### config.mk
export PLATFORM = sky130hd
export DESIGN_NAME = bps_light_unit
export DESIGN_NICKNAME = d
export VERILOG_FILES = /design/src/sv/bps_pkg.sv /design/src/sv/bps_light_unit.sv
export SDC_FILE = /design/constraint.sdc
export NUM_CORES = 2
export LEC_CHECK = 0
export BUFFER_PORTS_ARGS = -buffer_cell sky130_fd_sc_hd__buf_4
export CAP_MARGIN = 10
export CORE_AREA = 10 10 293 295
export DETAILED_ROUTE_END_ITERATION = 12
export DIE_AREA = 0 0 303 305
export SLEW_MARGIN = 15
export SYNTH_ARGS = -nofsm -noshare
export SYNTH_HDL_FRONTEND = slang
export SYNTH_SLANG_ARGS = --single-unit
### constraint.sdc
create_clock -name clock -period 23.5 [get_ports clock]
set_input_delay 2.35 -clock clock [delete_from_list [all_inputs] [get_ports clock]]
set_output_delay 2.35 -clock clock [all_outputs]
set_load 0.005 [all_outputs]
### src/sv/bps_pkg.sv
package bps_pkg;

   // vector, square root and divider widths
   localparam int MAG_W     = 16;
   localparam int LEN_W     = 32;
   localparam int SQ_W      = 61;
   localparam int SQ_STEPS  = 30;
   localparam int S_W       = 31;
   localparam int Q_W       = 15;
   localparam int DIV_STEPS = 15;
   localparam int REM_W     = 46;
   localparam int UNIT_W    = 16;
   localparam int FRAC_SH   = 28;

   localparam logic [Q_W-1:0] ONE_Q14 = 15'd16384;

   // shading constants, Q0.16 (specular one already times 255, so Q7.16)
   localparam logic [15:0] KA_Q16    = 16'd14418;
   localparam logic [15:0] KD_Q16    = 16'd45875;
   localparam logic [22:0] KS255_Q16 = 23'd4679250;

   // register indexes
   localparam logic [2:0] REG_LIGHT_X  = 3'd0;
   localparam logic [2:0] REG_LIGHT_Y  = 3'd1;
   localparam logic [2:0] REG_LIGHT_Z  = 3'd2;
   localparam logic [2:0] REG_CAMERA_X = 3'd3;
   localparam logic [2:0] REG_CAMERA_Y = 3'd4;
   localparam logic [2:0] REG_CAMERA_Z = 3'd5;
   localparam logic [2:0] REG_COLOUR   = 3'd6;

   typedef logic [MAG_W-1:0] mag_type;
   typedef logic signed [UNIT_W-1:0] unit_type;
   typedef unit_type [2:0] uvec_type;
   typedef logic [2:0][15:0] pos_type;

   typedef struct packed {
      logic [SQ_W-1:0] x;
      logic [SQ_W-1:0] r;
   } sqrt_type;

   typedef struct packed {
      logic [REM_W-1:0] rem;
      logic [Q_W-1:0]   q;
   } div_type;

   // status from the light vector unit
   typedef struct packed {
      logic     busy;
      uvec_type light_dir;
      uvec_type half_dir;
   } light_sts_type;

   // magnitude of a 17-bit signed value whose magnitude fits 16 bits
   function automatic mag_type abs17(logic signed [16:0] v);
      logic [16:0] a;
      a = v[16] ? 17'(-v) : 17'(v);
      return a[MAG_W-1:0];
   endfunction

   // one digit of the integer square root, b = 4^k
   function automatic sqrt_type sqrt_step(sqrt_type a, logic [4:0] k);
      logic [SQ_W-1:0] b;
      logic [SQ_W-1:0] t;
      sqrt_type o;
      b = SQ_W'(1) << {k, 1'b0};
      t = a.r + b;
      if (a.x >= t) begin
         o.x = a.x - t;
         o.r = (a.r >> 1) + b;
      end else begin
         o.x = a.x;
         o.r = a.r >> 1;
      end
      return o;
   endfunction

   // one quotient bit of restoring division
   function automatic div_type div_step(div_type a, logic [S_W-1:0] s, logic [3:0] i);
      logic [REM_W-1:0] d;
      div_type o;
      d = REM_W'(s) << i;
      o = a;
      if (a.rem >= d) begin
         o.rem = a.rem - d;
         o.q   = a.q | (Q_W'(1) << i);
      end
      return o;
   endfunction

   // limit to one, apply sign, zero vector gives zero
   function automatic unit_type unit_comp(logic [Q_W-1:0] q, logic neg, logic zero);
      logic [Q_W-1:0] c;
      unit_type u;
      c = (q > ONE_Q14) ? ONE_Q14 : q;
      u = unit_type'({1'b0, c});
      return zero ? unit_type'(0) : (neg ? -u : u);
   endfunction

endpackage

### src/sv/bps_light_unit.sv
module bps_light_unit (
   input  logic                   clock,
   input  logic                   reset,
   input  logic                   start,
   input  bps_pkg::pos_type       light_pos,
   input  bps_pkg::pos_type       camera_pos,
   output bps_pkg::light_sts_type sts
);

   localparam logic [2:0] ST_IDLE = 3'd0;
   localparam logic [2:0] ST_LEN  = 3'd1;
   localparam logic [2:0] ST_SQRT = 3'd2;
   localparam logic [2:0] ST_DIVI = 3'd3;
   localparam logic [2:0] ST_DIV  = 3'd4;
   localparam logic [2:0] ST_NEXT = 3'd5;

   localparam logic [1:0] VEC_LIGHT = 2'd0;
   localparam logic [1:0] VEC_VIEW  = 2'd1;
   localparam logic [1:0] VEC_HALF  = 2'd2;

   logic [2:0]                  state_ff;
   logic [1:0]                  vec_ff;
   logic [1:0]                  comp_ff;
   logic [4:0]                  k_ff;
   logic [3:0]                  bit_ff;
   logic [bps_pkg::LEN_W-1:0]   len2_ff;
   bps_pkg::sqrt_type           sr_ff;
   bps_pkg::div_type            dv_ff;
   bps_pkg::uvec_type           l_ff, v_ff, h_ff;

   logic signed [16:0]          cur [3];
   bps_pkg::mag_type            mag;
   logic                        neg;
   logic [bps_pkg::LEN_W-1:0]   len2_in;
   bps_pkg::div_type            dv_in;
   bps_pkg::unit_type           unit;

   // vector under work: light, negated camera, or their unit sum
   always_comb begin
      for (int i = 0; i < 3; i++) begin
         case (vec_ff)
            VEC_LIGHT: cur[i] = {light_pos[i][15], light_pos[i]};
            VEC_VIEW:  cur[i] = 17'sd0 - $signed({camera_pos[i][15], camera_pos[i]});
            default:   cur[i] = $signed({l_ff[i][15], l_ff[i]})
                                + $signed({v_ff[i][15], v_ff[i]});
         endcase
      end
   end

   assign mag     = bps_pkg::abs17(cur[comp_ff]);
   assign neg     = cur[comp_ff][16];
   assign len2_in = len2_ff + 32'(mag) * 32'(mag);
   assign dv_in   = bps_pkg::div_step(dv_ff, sr_ff.r[bps_pkg::S_W-1:0], bit_ff);
   assign unit    = bps_pkg::unit_comp(dv_in.q, neg, len2_ff == '0);

   // sequencer
   always_ff @(posedge clock) begin
      if (reset || start) begin
         state_ff <= ST_LEN;
         vec_ff   <= VEC_LIGHT;
         comp_ff  <= 2'd0;
         len2_ff  <= '0;
      end else begin
         case (state_ff)
            ST_LEN: begin
               len2_ff <= len2_in;
               if (comp_ff == 2'd2) begin
                  sr_ff.x  <= bps_pkg::SQ_W'(len2_in) << bps_pkg::FRAC_SH;
                  sr_ff.r  <= '0;
                  k_ff     <= 5'(bps_pkg::SQ_STEPS - 1);
                  state_ff <= ST_SQRT;
               end else begin
                  comp_ff <= comp_ff + 2'd1;
               end
            end
            ST_SQRT: begin
               sr_ff <= bps_pkg::sqrt_step(sr_ff, k_ff);
               k_ff  <= k_ff - 5'd1;
               if (k_ff == 5'd0) begin
                  comp_ff  <= 2'd0;
                  state_ff <= ST_DIVI;
               end
            end
            ST_DIVI: begin
               dv_ff.rem <= bps_pkg::REM_W'(mag) << bps_pkg::FRAC_SH;
               dv_ff.q   <= '0;
               bit_ff    <= 4'(bps_pkg::DIV_STEPS - 1);
               state_ff  <= ST_DIV;
            end
            ST_DIV: begin
               dv_ff  <= dv_in;
               bit_ff <= bit_ff - 4'd1;
               if (bit_ff == 4'd0) begin
                  case (vec_ff)
                     VEC_LIGHT: l_ff[comp_ff] <= unit;
                     VEC_VIEW:  v_ff[comp_ff] <= unit;
                     default:   h_ff[comp_ff] <= unit;
                  endcase
                  if (comp_ff == 2'd2) begin
                     state_ff <= ST_NEXT;
                  end else begin
                     comp_ff  <= comp_ff + 2'd1;
                     state_ff <= ST_DIVI;
                  end
               end
            end
            ST_NEXT: begin
               if (vec_ff == VEC_HALF) begin
                  state_ff <= ST_IDLE;
               end else begin
                  vec_ff   <= vec_ff + 2'd1;
                  comp_ff  <= 2'd0;
                  len2_ff  <= '0;
                  state_ff <= ST_LEN;
               end
            end
            default: state_ff <= ST_IDLE;
         endcase
      end
   end

   assign sts.busy      = (state_ff != ST_IDLE);
   assign sts.light_dir = l_ff;
   assign sts.half_dir  = h_ff;

endmodule

==> flow_results.org <==
** Outcome
- Outcome :: complete, no violations

** STA
- Final number of setup-violating endpoints :: 0
- For this run, the top clock speed supported by timing is 82.2 MHz.
- Transition time at the pin with the least slew margin :: between 1000 and 1500 ps
- Unrepaired setup endpoints after global routing :: false
- Hold Vio Cnt, Final :: 0
- Of the available clock period, the critical path in the final layout requires 0.518.
- The worst path needs 12170 ps of the cycle, external delays included.
- Measured against its own limit, the worst slew margin works out to 0.238.
- For the final database, setup skew stands at roughly 69 ps.
- The max-slew violation count is 0.
- Final total negative setup slack :: 0 ps

** Synthesis
- Library cell with the largest summed area after synthesis :: sky130_fd_sc_hd__edfxtp_1
- Combined area of all synthesized cells :: about 38000 um^2
- Synthesized area per cell :: 8.84 um^2
- The netlist uses roughly 90 different library cells.
- Area share of the largest cell type after synthesis :: 0.265
- In the synthesized netlist the dominant register cell turns out to be sky130_fd_sc_hd__edfxtp_1.
- Number of synthesized flops with an enable pin :: ~340
- Ranking of synthesized cells by area :: sky130_fd_sc_hd__edfxtp_1 26%, sky130_fd_sc_hd__ha_1 11%, sky130_fd_sc_hd__fa_1 10%
- During synthesis, Yosys emitted a total of 0 warnings.
- Of all flip-flops after synthesis, the portion carrying an async set or reset was 0.
- In this run, synthesis produced a sequential element count of 375.
- Counting every net in the synthesized netlist gives between 4000 and 5000.
- Share of synthesized area occupied by flip-flops and latches :: 0.285
- After technology mapping, the gate count stands at ~4300.

** Die
- The region available for standard cell placement spans about 80000 um^2.
- Die Footprint :: slightly above 90000 um^2
- The floorplan step set the die height to between 300 and 400 um.
- For this configuration, the core starts out at a cell density of 0.477.
- Row count :: roughly 100
- Die outline width :: 303 um
- During I/O placement, the number of pins put on the boundary was around 200.

** Clocking
- For this design, the sink count on the clock tree is 375.
- Clock tree from TritonCTS :: done
- H-tree Lvls :: 2
- Post-CTS repair changed the size of 0 cells.
- In this run the deepest clock path goes through 3 buffers.
- Buffers inserted to repair hold after CTS numbered 0.
- Clock tree synthesis selected as its root buffer the cell sky130_fd_sc_hd__clkbuf_16.
- Clock buffers created by TritonCTS :: ~50
- Clock latency on the worst-skew pair :: between 600 and 700 ps
- Buffers inserted during post-CTS setup optimization :: 0
- Clock slew seen by the registers of the worst setup and hold paths :: ~60 ps

** Detailed routing
- For this run, the detailed router's first-pass iteration total came to 6.
- Total vias in the final route :: 32800
- In the routed layout, each cell is associated on average with a via count of slightly below 6.
- In the final routed layout, each cell accounts on average for approximately 21 um.
- Final Routed Wirelength :: about 120000 um
- Remaining number of nets flagged by the antenna check after routing :: 0
- The detailed router finished its first iteration with 3070 violations.
- In the routed design, unresolved DRC markers number 0.

** Setup path
- Required time at the endpoint of the critical path :: ~24000 ps
- STA classifies the critical path startpoint as a primary input.
- The startpoint identified for the worst register-to-register timing path is vec_ff[0].
- The number of cells on the worst reg-to-reg path is between 40 and 50.
- In this design, the critical path's most frequently occurring cell is sky130_fd_sc_hd__fa_1.
- The worst setup path is captured at a register.
- Maximum cell stage delay along the critical path :: 900 ps
- End of the worst register-to-register path :: sr_ff[119]
- Family with the most delay on the worst path :: adder cells
- Setup slack on the worst flop-to-flop path :: ~12000 ps
- Critical-path cell with the highest stage delay :: sky130_fd_sc_hd__xnor2_2
- Maximum fanout along the worst path :: 22
- The worst setup path is of the in -> reg kind.
- Number of buffer and inverter instances along the worst setup path :: 6
- Crit path DAT :: 12540 ps

** Layout
- Area Growth Syn to Fin :: 11.1%
- Once layout is complete, the cells apart from fillers number around 5500.
- Area of the multi-input gates :: 25100 um^2
- Share of final-layout standard cells stronger than drive strength 1 :: 0.0945
- The repair_antennas step left the layout with diodes totalling 0.
- Counting the fill cells in the layout gives between 7000 and 8000.
- Sequential standard cell area :: 10900 um^2
- Total number of nets in the final design :: 5060
- Measured on the finished design, the core utilization comes to 0.531.
- Final std cell area, no fill :: approximately 42000 um^2

** Place
- Count of buffers inserted at the top-level ports :: approximately 200
- DP Cell Count :: roughly 5400
- After detailed placement, the total cell area comes to just over 40000 um^2.
- Final Wtd Congestion :: just under 1
- After legalization and detailed placement, the total HPWL measured 92400 um.

** Worst hold path
- Destination of the worst hold path :: len2_ff[30]
- Launch point of the worst hold path :: len2_ff[30]
- The worst hold path belongs to the class reg -> reg.
- The worst hold path passes through 2 cells.

** Global route
- Via count of the first global-routing pass :: between 30000 and 40000
- For this run the aggregate overflow at the end of global routing stands at 0.
- For this run, the total global-route usage over all layers was measured as 0.250.
- The number of antenna violations at the first check in global routing came to 3.
- Entering global routing, the biggest net connects 75 pins.
- Wire length of the first global-routing pass :: between 150000 and 200000 um

** Flow run
- The tool flagged a number of max-cap violations equal to 0.
-- worst max-delay path by stage --
stage / slack (ps) / cells past startpoint / from / to
floorplan: 12150 / 30 / camera_pos[39] / sr_ff[119]
global placement: 10950 / 32 / camera_pos[39] / sr_ff[119]
detailed placement: 10840 / 33 / camera_pos[21] / sr_ff[119]
CTS: 11480 / 33 / camera_pos[21] / sr_ff[119]
global route: 10830 / 33 / camera_pos[21] / sr_ff[119]
finish: 11330 / 33 / camera_pos[21] / sr_ff[119]
-- worst reg2reg max path, delay by kind of cell (launching register included) --
kind	cells	cell delay (ps)
fa+ha+maj	8	3560
compound gates	12	2840
buf+inv	13	2610
simple gates	6	1490
xor+xnor	2	340
flops	1	330
-- flip-flops by register name, indices dropped and copies added, names as in the netlist, 3 cells and up --
register and count:
bit_ff 4, dv_ff 61, k_ff 5, len2_ff 32, sr_ff 122, state_ff 3
sts 96, v_ff 48
-- final cells by class --
| type | instances | share of cell area |
|---|---|---|
| clock buffers | 61 | 0.0305 |
| clock inverters | 30 | 0.00924 |
| inverters | 424 | 0.0375 |
| multi-input cells | 3337 | 0.592 |
| flip-flops and latches | 375 | 0.256 |
| well taps | 1060 | 0.0313 |
| repair buffers | 240 | 0.0425 |
-- cells in the final DEF, fill, tap and decap left out, types with 14 or more instances in the layout --
| cell type | count |
|---|---|
| sky130_fd_sc_hd__a31o_2 | 20 |
| sky130_fd_sc_hd__nand2_1 | 407 |
| sky130_fd_sc_hd__a221oi_1 | 16 |
| sky130_fd_sc_hd__a22oi_1 | 32 |
| sky130_fd_sc_hd__fa_1 | 197 |
| sky130_fd_sc_hd__xor2_1 | 144 |
| sky130_fd_sc_hd__or3_1 | 35 |
| sky130_fd_sc_hd__o21ai_0 | 233 |
| sky130_fd_sc_hd__nand4_1 | 49 |
| sky130_fd_sc_hd__xnor2_1 | 152 |
| sky130_fd_sc_hd__a21o_1 | 102 |
| sky130_fd_sc_hd__a211oi_1 | 59 |
| sky130_fd_sc_hd__and2_1 | 47 |
| sky130_fd_sc_hd__nand2b_1 | 49 |
| sky130_fd_sc_hd__or2_2 | 24 |
| sky130_fd_sc_hd__o21a_1 | 34 |
| sky130_fd_sc_hd__edfxtp_1 | 336 |
| sky130_fd_sc_hd__inv_1 | 418 |
| sky130_fd_sc_hd__nor4_1 | 38 |
| sky130_fd_sc_hd__o31ai_1 | 36 |
| sky130_fd_sc_hd__nand3_1 | 55 |
| sky130_fd_sc_hd__o21bai_1 | 37 |
| sky130_fd_sc_hd__ha_1 | 336 |
| sky130_fd_sc_hd__dfxtp_1 | 39 |
| sky130_fd_sc_hd__clkbuf_16 | 49 |
| sky130_fd_sc_hd__o22ai_1 | 14 |
| sky130_fd_sc_hd__mux2i_1 | 34 |
| sky130_fd_sc_hd__a31oi_1 | 83 |
| sky130_fd_sc_hd__nor2_1 | 451 |
| sky130_fd_sc_hd__buf_4 | 240 |
| sky130_fd_sc_hd__nor2b_1 | 39 |
| sky130_fd_sc_hd__o211ai_1 | 23 |
| sky130_fd_sc_hd__o31a_1 | 14 |
| sky130_fd_sc_hd__nor3_1 | 67 |
| sky130_fd_sc_hd__mux4_2 | 15 |
| sky130_fd_sc_hd__and3_1 | 33 |
| sky130_fd_sc_hd__a21oi_1 | 240 |
| sky130_fd_sc_hd__or4_1 | 15 |
-- stage by stage --
step	hold slack, ps	setup slack [ps]
6_report	518	11330
5_1_grt	562	10830
3_5_place_dp	514	10840
2_1_floorplan	477	12150
3_3_place_gp	502	10950
4_1_cts	522	11480
-- cell usage after synthesis, drive strengths merged, types with 35 or more instances --
cell	n
nor2	455
inv	419
nand2	407
ha	337
edfxtp	336
a21oi	242
o21ai	236
fa	197
xnor2	156
clkbuf	155
xor2	145
a21o	102
a31oi	85
nor3	68
a211oi	60
nand3	55
nand2b	50
nand4	49
and2	47
dfxtp	39
nor2b	39
nor4	39
o31ai	38
o21bai	37
or3	35
-- routing by layer --
metal	up-vias	part of all wire	routed length, um	track usage
met5	-	0	0	0
met4	0	0.028	3360	0.0721
met3	186	0.061	7230	0.0353
met2	993	0.47	55400	0.406
met1	16100	0.44	52200	0.343
li1	15600	-	-	-
-- cells by family after synthesis --
group	Yosys count	synth area share
multiplexers	57	0.0201
flip-flops	375	0.285
XOR/XNOR	301	0.0691
buffers and inverters	601	0.0595
AND/OR/NAND/NOR	1365	0.167
AO/OA/AOI/OAI	1080	0.185
adder cells (fa/ha/maj)	534	0.214
Power is not shown: default switching activity piles up to over one toggle a cycle in this logic, so the estimate is an artifact.
